`src/rtl/jac_pkg.sv`:
```
`timescale 1ns / 1ps

package jac_pkg;

  localparam int SAMPLE_BITS_DEF = 12;
  localparam int REG_BITS        = 12;
  localparam int RATIO_BITS      = 14;
  localparam int POS_BITS        = 12;
  localparam int CFG_IDX_BITS    = 3;
  localparam int CFG_DATA_BITS   = 16;
  localparam int CAL_SHIFT       = 10;
  localparam int STEPS_PER_STAGE = 2;
  localparam int DIV_STAGES      = CAL_SHIFT / STEPS_PER_STAGE;
  // input reg, front reg, divider stages, output reg
  localparam int PIPE_LATENCY    = DIV_STAGES + 3;

  localparam logic [POS_BITS-1:0] CAL_MID = 12'd256;
  localparam logic [POS_BITS-1:0] CAL_TOP = 12'd512;

  localparam logic [CFG_IDX_BITS-1:0] REG_AXIS_MODE   = 3'd0;
  localparam logic [CFG_IDX_BITS-1:0] REG_CLAMP_LOW   = 3'd1;
  localparam logic [CFG_IDX_BITS-1:0] REG_CLAMP_HIGH  = 3'd2;
  localparam logic [CFG_IDX_BITS-1:0] REG_REST_CENTER = 3'd3;
  localparam logic [CFG_IDX_BITS-1:0] REG_RATIO_BELOW = 3'd4;
  localparam logic [CFG_IDX_BITS-1:0] REG_RATIO_ABOVE = 3'd5;

  localparam logic [REG_BITS-1:0]   CLAMP_LOW_RST   = 12'd0;
  localparam logic [REG_BITS-1:0]   CLAMP_HIGH_RST  = 12'd4095;
  localparam logic [REG_BITS-1:0]   REST_CENTER_RST = 12'd2048;
  localparam logic [RATIO_BITS-1:0] RATIO_BELOW_RST = 14'd8192;
  localparam logic [RATIO_BITS-1:0] RATIO_ABOVE_RST = 14'd8188;

  typedef struct packed {
    logic                  axis_mode;
    logic [REG_BITS-1:0]   clamp_low;
    logic [REG_BITS-1:0]   clamp_high;
    logic [REG_BITS-1:0]   rest_center;
    logic [RATIO_BITS-1:0] ratio_below;
    logic [RATIO_BITS-1:0] ratio_above;
  } jac_cfg_t;

  typedef struct packed {
    logic trigger;   // trigger axis, pass clamped sample
    logic fault;     // selected divisor is zero
    logic zero_out;  // clamped sample below clamp_low
    logic upper;     // sample above rest center
    logic ovf;       // quotient would reach 1024 or more
  } jac_flags_t;

  // one restoring division step, returns {quotient bit, new remainder}
  function automatic logic [RATIO_BITS:0] div_step(input logic [RATIO_BITS-1:0] rem,
                                                   input logic [RATIO_BITS-1:0] dvs);
    logic [RATIO_BITS:0] sh;
    logic [RATIO_BITS:0] diff;
    logic [RATIO_BITS:0] res;
    sh   = {rem, 1'b0};
    diff = sh - {1'b0, dvs};
    if (sh >= {1'b0, dvs}) begin
      res = {1'b1, diff[RATIO_BITS-1:0]};
    end else begin
      res = {1'b0, sh[RATIO_BITS-1:0]};
    end
    return res;
  endfunction

endpackage

```
`src/rtl/joystick_axis_calibrate.sv`:
```
`timescale 1ns / 1ps

// joystick axis calibration, one raw adc sample in, one calibrated position out
//
// input: a transaction is taken at each rising edge with start high and busy low;
//   busy is only high while rst is asserted, so a sample can enter every cycle
// output: done pulses for one cycle with position and divide_fault; the receiver
//   has no way to stall, so each result must be captured in that cycle
// config: cfg_valid/cfg_ready write channel, cfg_index selects the register
//   (0 mode, 1 clamp low, 2 clamp high, 3 rest center, 4 ratio below,
//   5 ratio above), cfg_data is truncated to the register width; cfg_ready is
//   always high; write only while no sample is in flight
// pipeline: a sample passes the input reg, clamp/select stage, five divider
//   stages and output reg before it shows done
// throughput: one sample per cycle; the 10-bit quotient comes from a restoring
//   divider unrolled two steps per stage
// reset: synchronous, clears all stage valid bits and loads the default
//   calibration registers; samples in flight are dropped
module joystick_axis_calibrate import jac_pkg::*; #(
  parameter int SAMPLE_BITS = SAMPLE_BITS_DEF
) (
  input  logic                     clk,
  input  logic                     rst,
  input  logic                     start,
  output logic                     busy,
  input  logic [SAMPLE_BITS-1:0]   sample,
  output logic                     done,
  output logic [POS_BITS-1:0]      position,
  output logic                     divide_fault,
  input  logic                     cfg_valid,
  output logic                     cfg_ready,
  input  logic [CFG_IDX_BITS-1:0]  cfg_index,
  input  logic [CFG_DATA_BITS-1:0] cfg_data
);

  jac_cfg_t cfg;

  // input register
  logic                   in_valid;
  logic [SAMPLE_BITS-1:0] in_sample;

  // clamp/select stage to divider
  logic                   fr_valid;
  logic [SAMPLE_BITS-1:0] fr_num;
  logic [RATIO_BITS-1:0]  fr_dvs;
  jac_flags_t             fr_flags;
  logic [SAMPLE_BITS-1:0] fr_byp;

  // divider to output stage
  logic                   dv_valid;
  logic [CAL_SHIFT-1:0]   dv_quo;
  jac_flags_t             dv_flags;
  logic [SAMPLE_BITS-1:0] dv_byp;

  // fully pipelined, nothing holds the input off except reset
  assign busy      = rst;
  assign cfg_ready = 1'b1;

  // calibration registers, unknown indexes are ignored
  always_ff @(posedge clk) begin
    if (rst) begin
      cfg.axis_mode   <= 1'b0;
      cfg.clamp_low   <= CLAMP_LOW_RST;
      cfg.clamp_high  <= CLAMP_HIGH_RST;
      cfg.rest_center <= REST_CENTER_RST;
      cfg.ratio_below <= RATIO_BELOW_RST;
      cfg.ratio_above <= RATIO_ABOVE_RST;
    end else if (cfg_valid && cfg_ready) begin
      unique case (cfg_index)
        REG_AXIS_MODE:   cfg.axis_mode   <= cfg_data[0];
        REG_CLAMP_LOW:   cfg.clamp_low   <= cfg_data[REG_BITS-1:0];
        REG_CLAMP_HIGH:  cfg.clamp_high  <= cfg_data[REG_BITS-1:0];
        REG_REST_CENTER: cfg.rest_center <= cfg_data[REG_BITS-1:0];
        REG_RATIO_BELOW: cfg.ratio_below <= cfg_data[RATIO_BITS-1:0];
        REG_RATIO_ABOVE: cfg.ratio_above <= cfg_data[RATIO_BITS-1:0];
        default: begin
        end
      endcase
    end
  end

  // capture the sample transaction
  always_ff @(posedge clk) begin
    if (rst) begin
      in_valid <= 1'b0;
    end else begin
      in_valid <= start && !busy;
    end
  end

  always_ff @(posedge clk) begin
    in_sample <= sample;
  end

  // clamp, pick the segment and its divisor, flag the special cases
  jac_front #(
    .SAMPLE_BITS(SAMPLE_BITS)
  ) u_front (
    .clk       (clk),
    .rst       (rst),
    .in_valid  (in_valid),
    .in_sample (in_sample),
    .cfg       (cfg),
    .out_valid (fr_valid),
    .out_num   (fr_num),
    .out_dvs   (fr_dvs),
    .out_flags (fr_flags),
    .out_byp   (fr_byp)
  );

  // (offset << 10) / ratio, overflow detected up front
  jac_div #(
    .SAMPLE_BITS(SAMPLE_BITS)
  ) u_div (
    .clk       (clk),
    .rst       (rst),
    .in_valid  (fr_valid),
    .in_num    (fr_num),
    .in_dvs    (fr_dvs),
    .in_flags  (fr_flags),
    .in_byp    (fr_byp),
    .out_valid (dv_valid),
    .out_quo   (dv_quo),
    .out_flags (dv_flags),
    .out_byp   (dv_byp)
  );

  // segment offset, saturation and the result register
  jac_back #(
    .SAMPLE_BITS(SAMPLE_BITS)
  ) u_back (
    .clk          (clk),
    .rst          (rst),
    .in_valid     (dv_valid),
    .in_quo       (dv_quo),
    .in_flags     (dv_flags),
    .in_byp       (dv_byp),
    .done         (done),
    .position     (position),
    .divide_fault (divide_fault)
  );

endmodule

```
`src/rtl/jac_front.sv`:
```
`timescale 1ns / 1ps

module jac_front import jac_pkg::*; #(
  parameter int SAMPLE_BITS = SAMPLE_BITS_DEF
) (
  input  logic                   clk,
  input  logic                   rst,
  input  logic                   in_valid,
  input  logic [SAMPLE_BITS-1:0] in_sample,
  input  jac_cfg_t               cfg,
  output logic                   out_valid,
  output logic [SAMPLE_BITS-1:0] out_num,
  output logic [RATIO_BITS-1:0]  out_dvs,
  output jac_flags_t             out_flags,
  output logic [SAMPLE_BITS-1:0] out_byp
);

  logic [SAMPLE_BITS-1:0] lo;
  logic [SAMPLE_BITS-1:0] hi;
  logic [SAMPLE_BITS-1:0] ctr;
  logic [SAMPLE_BITS-1:0] s_lo;
  logic [SAMPLE_BITS-1:0] s_cl;
  logic                   below;
  logic [RATIO_BITS-1:0]  dvs;
  logic [SAMPLE_BITS-1:0] num_next;
  logic [SAMPLE_BITS-1:0] byp_next;
  jac_flags_t             flags_next;

  assign lo  = SAMPLE_BITS'(cfg.clamp_low);
  assign hi  = SAMPLE_BITS'(cfg.clamp_high);
  assign ctr = SAMPLE_BITS'(cfg.rest_center);

  // low clamp first, high clamp last
  assign s_lo  = (in_sample < lo) ? lo : in_sample;
  assign s_cl  = (s_lo > hi) ? hi : s_lo;
  assign below = (s_cl <= ctr);
  assign dvs   = below ? cfg.ratio_below : cfg.ratio_above;

  assign num_next = below ? (s_cl - lo) : (s_cl - ctr);
  assign byp_next = (in_sample > hi) ? hi : in_sample;

  always_comb begin
    flags_next          = '0;
    flags_next.trigger  = cfg.axis_mode;
    flags_next.fault    = !cfg.axis_mode && (dvs == '0);
    flags_next.zero_out = below && (s_cl < lo);
    flags_next.upper    = !below;
  end

  always_ff @(posedge clk) begin
    if (rst) begin
      out_valid <= 1'b0;
    end else begin
      out_valid <= in_valid;
    end
  end

  always_ff @(posedge clk) begin
    out_num   <= num_next;
    out_dvs   <= dvs;
    out_flags <= flags_next;
    out_byp   <= byp_next;
  end

endmodule

```
`src/rtl/jac_div.sv`:
```
`timescale 1ns / 1ps

module jac_div import jac_pkg::*; #(
  parameter int SAMPLE_BITS = SAMPLE_BITS_DEF
) (
  input  logic                   clk,
  input  logic                   rst,
  input  logic                   in_valid,
  input  logic [SAMPLE_BITS-1:0] in_num,
  input  logic [RATIO_BITS-1:0]  in_dvs,
  input  jac_flags_t             in_flags,
  input  logic [SAMPLE_BITS-1:0] in_byp,
  output logic                   out_valid,
  output logic [CAL_SHIFT-1:0]   out_quo,
  output jac_flags_t             out_flags,
  output logic [SAMPLE_BITS-1:0] out_byp
);

  localparam int CW = (SAMPLE_BITS > RATIO_BITS) ? SAMPLE_BITS : RATIO_BITS;

  logic                   vld_q [DIV_STAGES];
  logic [RATIO_BITS-1:0]  rem_q [DIV_STAGES];
  logic [CAL_SHIFT-1:0]   quo_q [DIV_STAGES];
  logic [RATIO_BITS-1:0]  dvs_q [DIV_STAGES];
  jac_flags_t             flg_q [DIV_STAGES];
  logic [SAMPLE_BITS-1:0] byp_q [DIV_STAGES];

  for (genvar g = 0; g < DIV_STAGES; g++) begin : g_stg
    logic                   v_i;
    logic [RATIO_BITS-1:0]  rem_i;
    logic [CAL_SHIFT-1:0]   quo_i;
    logic [RATIO_BITS-1:0]  dvs_i;
    jac_flags_t             flg_i;
    logic [SAMPLE_BITS-1:0] byp_i;
    logic [RATIO_BITS-1:0]  rem_c;
    logic [CAL_SHIFT-1:0]   quo_c;

    if (g == 0) begin : g_src
      // numerator at or above divisor means quotient of 1024 or more
      always_comb begin
        v_i       = in_valid;
        dvs_i     = in_dvs;
        byp_i     = in_byp;
        flg_i     = in_flags;
        flg_i.ovf = (CW'(in_num) >= CW'(in_dvs));
        rem_i     = RATIO_BITS'(in_num);
        quo_i     = '0;
      end
    end else begin : g_src
      assign v_i   = vld_q[g-1];
      assign rem_i = rem_q[g-1];
      assign quo_i = quo_q[g-1];
      assign dvs_i = dvs_q[g-1];
      assign flg_i = flg_q[g-1];
      assign byp_i = byp_q[g-1];
    end

    always_comb begin
      logic [RATIO_BITS:0]   st;
      logic [RATIO_BITS-1:0] r;
      logic [CAL_SHIFT-1:0]  q;
      r = rem_i;
      q = quo_i;
      for (int k = 0; k < STEPS_PER_STAGE; k++) begin
        st = div_step(r, dvs_i);
        r  = st[RATIO_BITS-1:0];
        q  = {q[CAL_SHIFT-2:0], st[RATIO_BITS]};
      end
      rem_c = r;
      quo_c = q;
    end

    always_ff @(posedge clk) begin
      if (rst) begin
        vld_q[g] <= 1'b0;
      end else begin
        vld_q[g] <= v_i;
      end
    end

    always_ff @(posedge clk) begin
      rem_q[g] <= rem_c;
      quo_q[g] <= quo_c;
      dvs_q[g] <= dvs_i;
      flg_q[g] <= flg_i;
      byp_q[g] <= byp_i;
    end
  end

  assign out_valid = vld_q[DIV_STAGES-1];
  assign out_quo   = quo_q[DIV_STAGES-1];
  assign out_flags = flg_q[DIV_STAGES-1];
  assign out_byp   = byp_q[DIV_STAGES-1];

endmodule

```
`src/rtl/jac_back.sv`:
```
`timescale 1ns / 1ps

module jac_back import jac_pkg::*; #(
  parameter int SAMPLE_BITS = SAMPLE_BITS_DEF
) (
  input  logic                   clk,
  input  logic                   rst,
  input  logic                   in_valid,
  input  logic [CAL_SHIFT-1:0]   in_quo,
  input  jac_flags_t             in_flags,
  input  logic [SAMPLE_BITS-1:0] in_byp,
  output logic                   done,
  output logic [POS_BITS-1:0]    position,
  output logic                   divide_fault
);

  logic [CAL_SHIFT:0]  sum;
  logic [POS_BITS-1:0] stick;
  logic [POS_BITS-1:0] pos_next;

  assign sum = {1'b0, in_quo} + (in_flags.upper ? (CAL_SHIFT+1)'(CAL_MID) : '0);

  always_comb begin
    if (in_flags.ovf || (POS_BITS'(sum) > CAL_TOP)) begin
      stick = CAL_TOP;
    end else begin
      stick = POS_BITS'(sum);
    end
  end

  always_comb begin
    priority if (in_flags.trigger) begin
      pos_next = POS_BITS'(in_byp);
    end else if (in_flags.fault) begin
      pos_next = in_flags.upper ? CAL_TOP : CAL_MID;
    end else if (in_flags.zero_out) begin
      pos_next = '0;
    end else begin
      pos_next = stick;
    end
  end

  always_ff @(posedge clk) begin
    if (rst) begin
      done <= 1'b0;
    end else begin
      done <= in_valid;
    end
  end

  always_ff @(posedge clk) begin
    position     <= pos_next;
    divide_fault <= in_flags.fault;
  end

endmodule

```
`config.mk`:
```
export PLATFORM = sky130hd
export DESIGN_NAME = joystick_axis_calibrate
export DESIGN_NICKNAME = d
export VERILOG_FILES = /design/src/rtl/jac_pkg.sv /design/src/rtl/joystick_axis_calibrate.sv /design/src/rtl/jac_front.sv /design/src/rtl/jac_div.sv /design/src/rtl/jac_back.sv
export SDC_FILE = /design/constraint.sdc
export NUM_CORES = 1
export LEC_CHECK = 0
export BUFFER_PORTS_ARGS = -buffer_cell sky130_fd_sc_hd__buf_4
export CORE_MARGIN = 4
export CORE_UTILIZATION = 40
export CTS_CLUSTER_DIAMETER = 60
export DETAILED_ROUTE_END_ITERATION = 12
export SETUP_SLACK_MARGIN = 0.02
export SYNTH_ARGS = -nofsm -noshare
export SYNTH_HDL_FRONTEND = slang
export SYNTH_SLANG_ARGS = --single-unit
```
`constraint.sdc`:
```
create_clock -name clk -period 16.6 [get_ports clk]
set_clock_uncertainty 0.1 [all_clocks]
set_input_delay 3.32 -clock clk [delete_from_list [all_inputs] [get_ports clk]]
set_output_delay 3.32 -clock clk [all_outputs]
set_load 0.03 [all_outputs]
```
Yosys cells after proc, flatten, opt, wreduce, memory -nomap -nowiden
Memories as Yosys holds them, arrays and structs flattened. A register that Yosys moved wholly into a read port is not among the register bits.
Cells that the tools add are included.
{ "totals": {"reg_bits": 134, "ramBits": 280, "input_bits": 35, "output_inout_bits": 16, "wordCells": 108, "n_memories": 6} }
{ "op_classes": {"n_addsub": 13, "magnitude_cmp": 17, "n_eq_ne": 5, "n_mux": 29, "bitwise_logic": 5, "reduce_logical": 15} }
{ "memory_table": {"columns": ["memory", "depth", "word_bits", "rd", "rd_ports_with_merged_regs", "write_ports", "line_no", "rtl"], "rows": [
  ["u_div.dvs_q", 5, 14, 4, 0, 5, "jac_div.sv:24", "logic [RATIO_BITS-1:0] dvs_q [DIV_STAGES];"],
  ["u_div.rem_q", 5, 14, 4, 0, 5, "jac_div.sv:22", "logic [RATIO_BITS-1:0] rem_q [DIV_STAGES];"],
  ["u_div.byp_q", 5, 12, 5, 0, 5, "jac_div.sv:26", "logic [SAMPLE_BITS-1:0] byp_q [DIV_STAGES];"],
  ["u_div.quo_q", 5, 10, 5, 0, 5, "jac_div.sv:23", "logic [CAL_SHIFT-1:0] quo_q [DIV_STAGES];"],
  ["u_div.flg_q", 5, 5, 5, 0, 5, "jac_div.sv:25", "jac_flags_t flg_q [DIV_STAGES];"],
  ["u_div.vld_q", 5, 1, 5, 1, 5, "jac_div.sv:21", "logic vld_q [DIV_STAGES];"]
]} }
{ "ops": {"columns": ["op", "count"], "rows": [
  ["2-to-1 mux 15 bit", 10],
  [">= comparator 15 x 14 -> 1 bit", 9],
  ["subtractor 14 bit", 9],
  ["2-to-1 mux 12 bit", 6],
  ["greater-than comparator 12 bit", 2],
  ["less-than comparator 12 bit", 2],
  ["subtractor 12 bit", 2],
  ["2-to-1 mux 11 bit", 2],
  [">= comparator 12 x 14 -> 1 bit", 1],
  [">= comparator 13 x 14 -> 1 bit", 1],
  ["logical NOT 14 bit", 1],
  ["2-to-1 mux 14 bit", 1],
  ["subtractor 13 x 14 -> 14 bit", 1],
  ["<= comparator 12 bit", 1],
  ["AND reduction 2 bit", 6],
  ["adder 10 x 11 -> 11 bit", 1],
  ["greater-than comparator 11 x 10 -> 1 bit, second input constant", 1],
  ["2-to-1 mux 10 bit", 1],
  ["2-to-1 mux 9 bit", 1],
  ["2-to-1 mux 1 bit", 8],
  ["equality test 3 x 2 -> 1 bit, second input constant", 2],
  ["equality test 3 bit, second input constant", 2],
  ["OR 1 bit", 5],
  ["equality test 3 x 1 -> 1 bit, second input constant", 1],
  ["4 further kinds", 8]
]} }

Logic depth before layout (Yosys ltp)
An unclocked memory read counts as a cell.
{ "depth": {"word_depth": 9, "ltp_mapped": 32, "mapped_depth_nobuf": 29} }

Modules after synthesis
Synthesis repeated with hierarchy kept, for this count alone.
{ "unflattened": {"hier_cells": 2011, "area_unflattened_um2": 19662.6} }
{ "modules_own_cells": {"columns": ["mod", "instances", "cells_per_inst", "area_each_um2", "seq_area_each_um2"], "rows": [
  ["jac_div", 1, 1303, 12592.1, 4644.5],
  ["jac_front", 1, 400, 3647.2, 860.8],
  ["joystick_axis_calibrate", 1, 268, 2931.6, 1561.5],
  ["jac_back", 1, 40, 491.7, 280.3]
]} }

Least setup slack after synthesis
OpenSTA, ideal clock, no wires.
{ "synth_path": {"path_kind": "register to register", "start": "register, netlist name cfg[58]", "end": "register u_front.out_dvs[10]", "setup_time_ps": 121, "arrival_time_ps": 6786, "required_ps": 16379, "slack_ps": 9593, "stages_incl_launch_ff": 30, "path_buffers": 3, "period_less_slack_ps": 7007, "cell_sequence": "dfxtp_1 > inv_1 > ha_1 > a21o_1 > a21oi_1 > nor2b_1 > o21ai_0 > a21oi_1 > a2111oi_0 > buf_2 > mux2_2 > ha_1 > a21o_1 > a21o_1 > a21o_1 > a21oi_1 > o21ai_0 > a211o_1 > nand2_1 > clkbuf_1 > mux2_2 > fa_1 > a21o_1 > a21oi_1 > o22ai_1 > nor2_1 > o2111ai_1 > nand2_1 > clkbuf_1 > mux2_2"} }
{ "synth_via": {"elab_chain_len": 6} }
{ "synth_rtl": {"columns": ["element", "line_no", "rtl"], "rows": [
  ["less-than comparator 12 bit", "jac_front.sv:34", "assign s_lo = (in_sample < lo) ? lo : in_sample;"],
  ["2-to-1 mux 12 bit *", "jac_front.sv:34", null],
  ["greater-than comparator 12 bit", "jac_front.sv:35", "assign s_cl = (s_lo > hi) ? hi : s_lo;"],
  ["2-to-1 mux 12 bit *", "jac_front.sv:35", null],
  ["<= comparator 12 bit *", "jac_front.sv:36", "assign below = (s_cl <= ctr);"],
  ["2-to-1 mux 14 bit *", "jac_front.sv:37", "assign dvs = below ? cfg.ratio_below : cfg.ratio_above;"],
  ["net u_front.dvs[10]", "jac_front.sv:24", "logic [RATIO_BITS-1:0] dvs;"],
  ["end signal, assigned", "jac_front.sv:60", "out_dvs <= dvs;"],
  ["end, declared", "jac_front.sv:13", "output logic [RATIO_BITS-1:0] out_dvs,"]
]} }
Mark *: on every way through the listed nets, which the timed path passes. The rest lies on a longest branch.
A chain may end at the register's enable or synchronous reset.

Worst setup path in the final report
{ "layout_path": {"start": "register, netlist name cfg[53]", "end": "register u_front.out_dvs[13]"} }
{ "layout_via": {"elab_chain_len": 6} }
{ "layout_rtl": {"columns": ["element", "line_no"], "rows": [
  ["less-than comparator 12 bit", "jac_front.sv:34"],
  ["2-to-1 mux 12 bit *", "jac_front.sv:34"],
  ["greater-than comparator 12 bit", "jac_front.sv:35"],
  ["2-to-1 mux 12 bit *", "jac_front.sv:35"],
  ["<= comparator 12 bit *", "jac_front.sv:36"],
  ["2-to-1 mux 14 bit *", "jac_front.sv:37"],
  ["net u_front.dvs[13]", "jac_front.sv:24"]
]} }
Marks and branches as above.

==> flow_summary.yaml <==
worst_setup_path:
  startpoint_type: "register"
  crit_top_cell: "a21o_1"
  critPathSlowestCell: "nand2_1"
  cpPeakStageDelay_ns: 0.45
  worst_setup_path_end_kind: "register"
  critPathMaxFanout: 31
  worstSetupPathType: "reg2reg"
  crit_required_ns: 16.95
  reg2reg_depth: 29
  r2r_slack_ns: 9.13
  r2r-end: "u_front.out_dvs[13]"
  regToRegStartpoint: "cfg[53]"
  crit_arrival_ns: 7.82
floorplanning:
  start_util: 0.4071
  num_rows: 79
  io_pins: 51
  die_h_um: 226.1
  die_x_um: 226.1
  core_um2: 46750
  die_area_um2: 51140
synth:
  synth_cell_types: 77
  synthesis.area_um2: 19030
  avgSynthCellArea_um2: 9.213
  yosysTopAreaCellShare: 0.3860
  synth_edf_count: 0
  synth_top_cell_by_area: "dfxtp_1"
  synth-compound-area-share: 0.1568
  yosys.area_share.simple: 0.1403
  synth_ff_type: "dfxtp_1"
  ys_seq_area_frac: 0.3860
  ys.warnings.count: 0
  synth_top_family_by_area: "compound AO/OA/AOI/OAI gates"
  synth-adder-area-share: 0.1441
  syn_nets: 2316
  synth.area.mux_share: 0.07960
  syn_inst: 2066
  ys_async_sr_fraction: 0
  synthTopCellsByArea: "dfxtp_1 39%, ha_1 14%, mux2_2 7.0%, nand2_1 4.5%, a21oi_1 4.1%"
  ys_ff_latch: 367
  synth_xor_area_frac: 0.05153
finish:
  regArea_um2: 7347
  area_growth_pct: 12.52
  final_common_cell: "dfxtp_1"
  fin_util: 0.4581
  nets: 2365
  drive_gt1_frac: 0.1258
  final_cell_mix: "367 x dfxtp_1, 230 x nand2_1, 208 x ha_1, 157 x a21oi_1, 153 x inv_1"
  num-fill-cells: 4472
  multiInputGateArea_um2: 10910
  antennaDiodeCount: 0
cts:
  cts_setup_buffers: 0
  cts-root-buf: "clkbuf_16"
  cts_tree: "done"
  clockBufferDepth: 3
  htreeDepth: 2
  post_cts_resized: 0
  postCtsHoldBufs: 0
  clkSlewWorstSetupHoldPaths_ns: 0.07
  clock_latency_ns: 0.57
  numClockSinks: 367
  cts_buffers: 41
hold_path:
  min_to: "u_div.quo_q[3][2]"
  holdPathStages: 0
  min_from: "u_div.quo_q[2][0]"
  hp-class: "reg2reg"
global_route:
  antenna_found_initial: 0
  grt_pass1_vias: 14176
  grt_usage: 0.1782
  overflow: 0
  grt_start_max_net_pins: 51
  grt_pass1_wl_mm: 74.00
routing:
  num_vias: 14505
  drc: 0
  met3_length_mm: 2.184
  wl_met2_mm: 21.19
  drt-initial-drc-count: 874
  avgViaCountPerCell: 5.269
  wl_mm: 45.92
  wl_met1_mm: 21.28
  highest_layer: "met4"
  wire_per_inst_um: 16.68
  drtPass1Iterations: 5
  ant_nets: 0
timing:
  final.period_utilization: 0.4501
  fin_setup_tns_ns: 0
  period_needed_ns: 7.472
  fmax_ghz: 0.1338
  tightest_slew_ns: 1.191
  slew_headroom: 0.2030
  hold_viol_final: 0
  grt_setup_unrepaired: "false"
  drv_slew: 0
  setup_viol: 0
placed_design:
  hpwlAfterDp_mm: 35.91
  port_buffers: 47
  gp_congestion: 0.9064
run:
  maxCapViolations: 0
outcome:
  outcome: "complete, no violations"
worst max-delay path: cells and delay by family, from the launching register on:
kind / cells / cell delay, ns
buf+inv: 4 / 0.81
flops: 1 / 0.36
mux: 3 / 1.07
simple gates: 4 / 1.01
compound gates: 14 / 2.81
fa+ha+maj: 4 / 1.18
area by class of cell:
class / count / share of cell area
inverter: 153 / 0.02682
sequential: 367 / 0.3431
timing repair buffer: 55 / 0.01928
multi-input combinational: 1497 / 0.5094
clock inverter: 24 / 0.01466
tap: 607 / 0.03546
clock buffer: 50 / 0.05135
cells in the mapped netlist (21+ instances only):
| master | count |
|---|---|
| nor3_1 | 37 |
| clkbuf_1 | 38 |
| inv_1 | 153 |
| xor2_1 | 43 |
| dfxtp_1 | 367 |
| nand4_1 | 23 |
| nor2b_1 | 37 |
| nand2b_1 | 22 |
| a21oi_1 | 157 |
| mux2_2 | 119 |
| o21ai_0 | 87 |
| o211ai_1 | 21 |
| o21bai_1 | 22 |
| a21o_1 | 54 |
| ha_1 | 208 |
| nand2_1 | 230 |
| nand3_1 | 41 |
| xnor2_1 | 69 |
| nor2_1 | 105 |
routing by layer:
layer	vias up	track usage
li1	7373	-
met4	0	0.05283
met3	77	0.03068
met5	-	0
met2	328	0.2967
met1	6727	0.2380
worst max path at each step:
stage / start / end / slack (ns) / depth (start not counted)
after floorplan: cfg[58] / u_front.out_dvs[10] / 9.59 / 29
after global placement: rst / busy / 9.16 / 2
after detailed placement: rst / busy / 9.15 / 2
after CTS: cfg[53] / u_front.out_dvs[13] / 9.13 / 29
after global routing: cfg[53] / u_front.out_flags[2] / 8.51 / 30
final: cfg[53] / u_front.out_dvs[13] / 9.13 / 29
kinds of logic (layout without fill, tap and decap cells):
| kind of cell | after synthesis | after routing |
|---|---|---|
| other cells | 1 | 1 |
| fa+ha+maj | 215 | 215 |
| xor+xnor | 112 | 112 |
| mux | 134 | 134 |
| compound gates | 467 | 467 |
| flops | 367 | 367 |
| buf+inv | 202 | 282 |
| simple gates | 568 | 568 |
metrics by stage:
step                      hold slack [ns]  instances  setup WS, ns  area (um^2)
after floorplan                    0.2096       2066         9.593        19030
after global placement             0.2114       2679         9.159        20000
after detailed placement           0.2121       2679         9.153        20000
after CTS                          0.2214       2753         9.135        21420
after global routing               0.2287       2753         8.508        21420
final                              0.2197       2753         9.128        21420
flip-flops by register name (all words and copies together), names as in the netlist:
signal,count
u_front.out_num,12
u_back.divide_fault,1
u_front.out_byp,12
u_div.vld_q,5
u_front.out_flags,4
u_div.rem_q,56
u_front.out_dvs,14
u_div.quo_q,30
in_sample,12
in_valid,1
u_div.flg_q,25
u_div.dvs_q,56
u_div.byp_q,60
cfg,65
u_back.position,12
u_back.done,1
u_front.out_valid,1
Power is not shown: default switching activity piles up to over one toggle a cycle in this logic, so the estimate is an artifact.
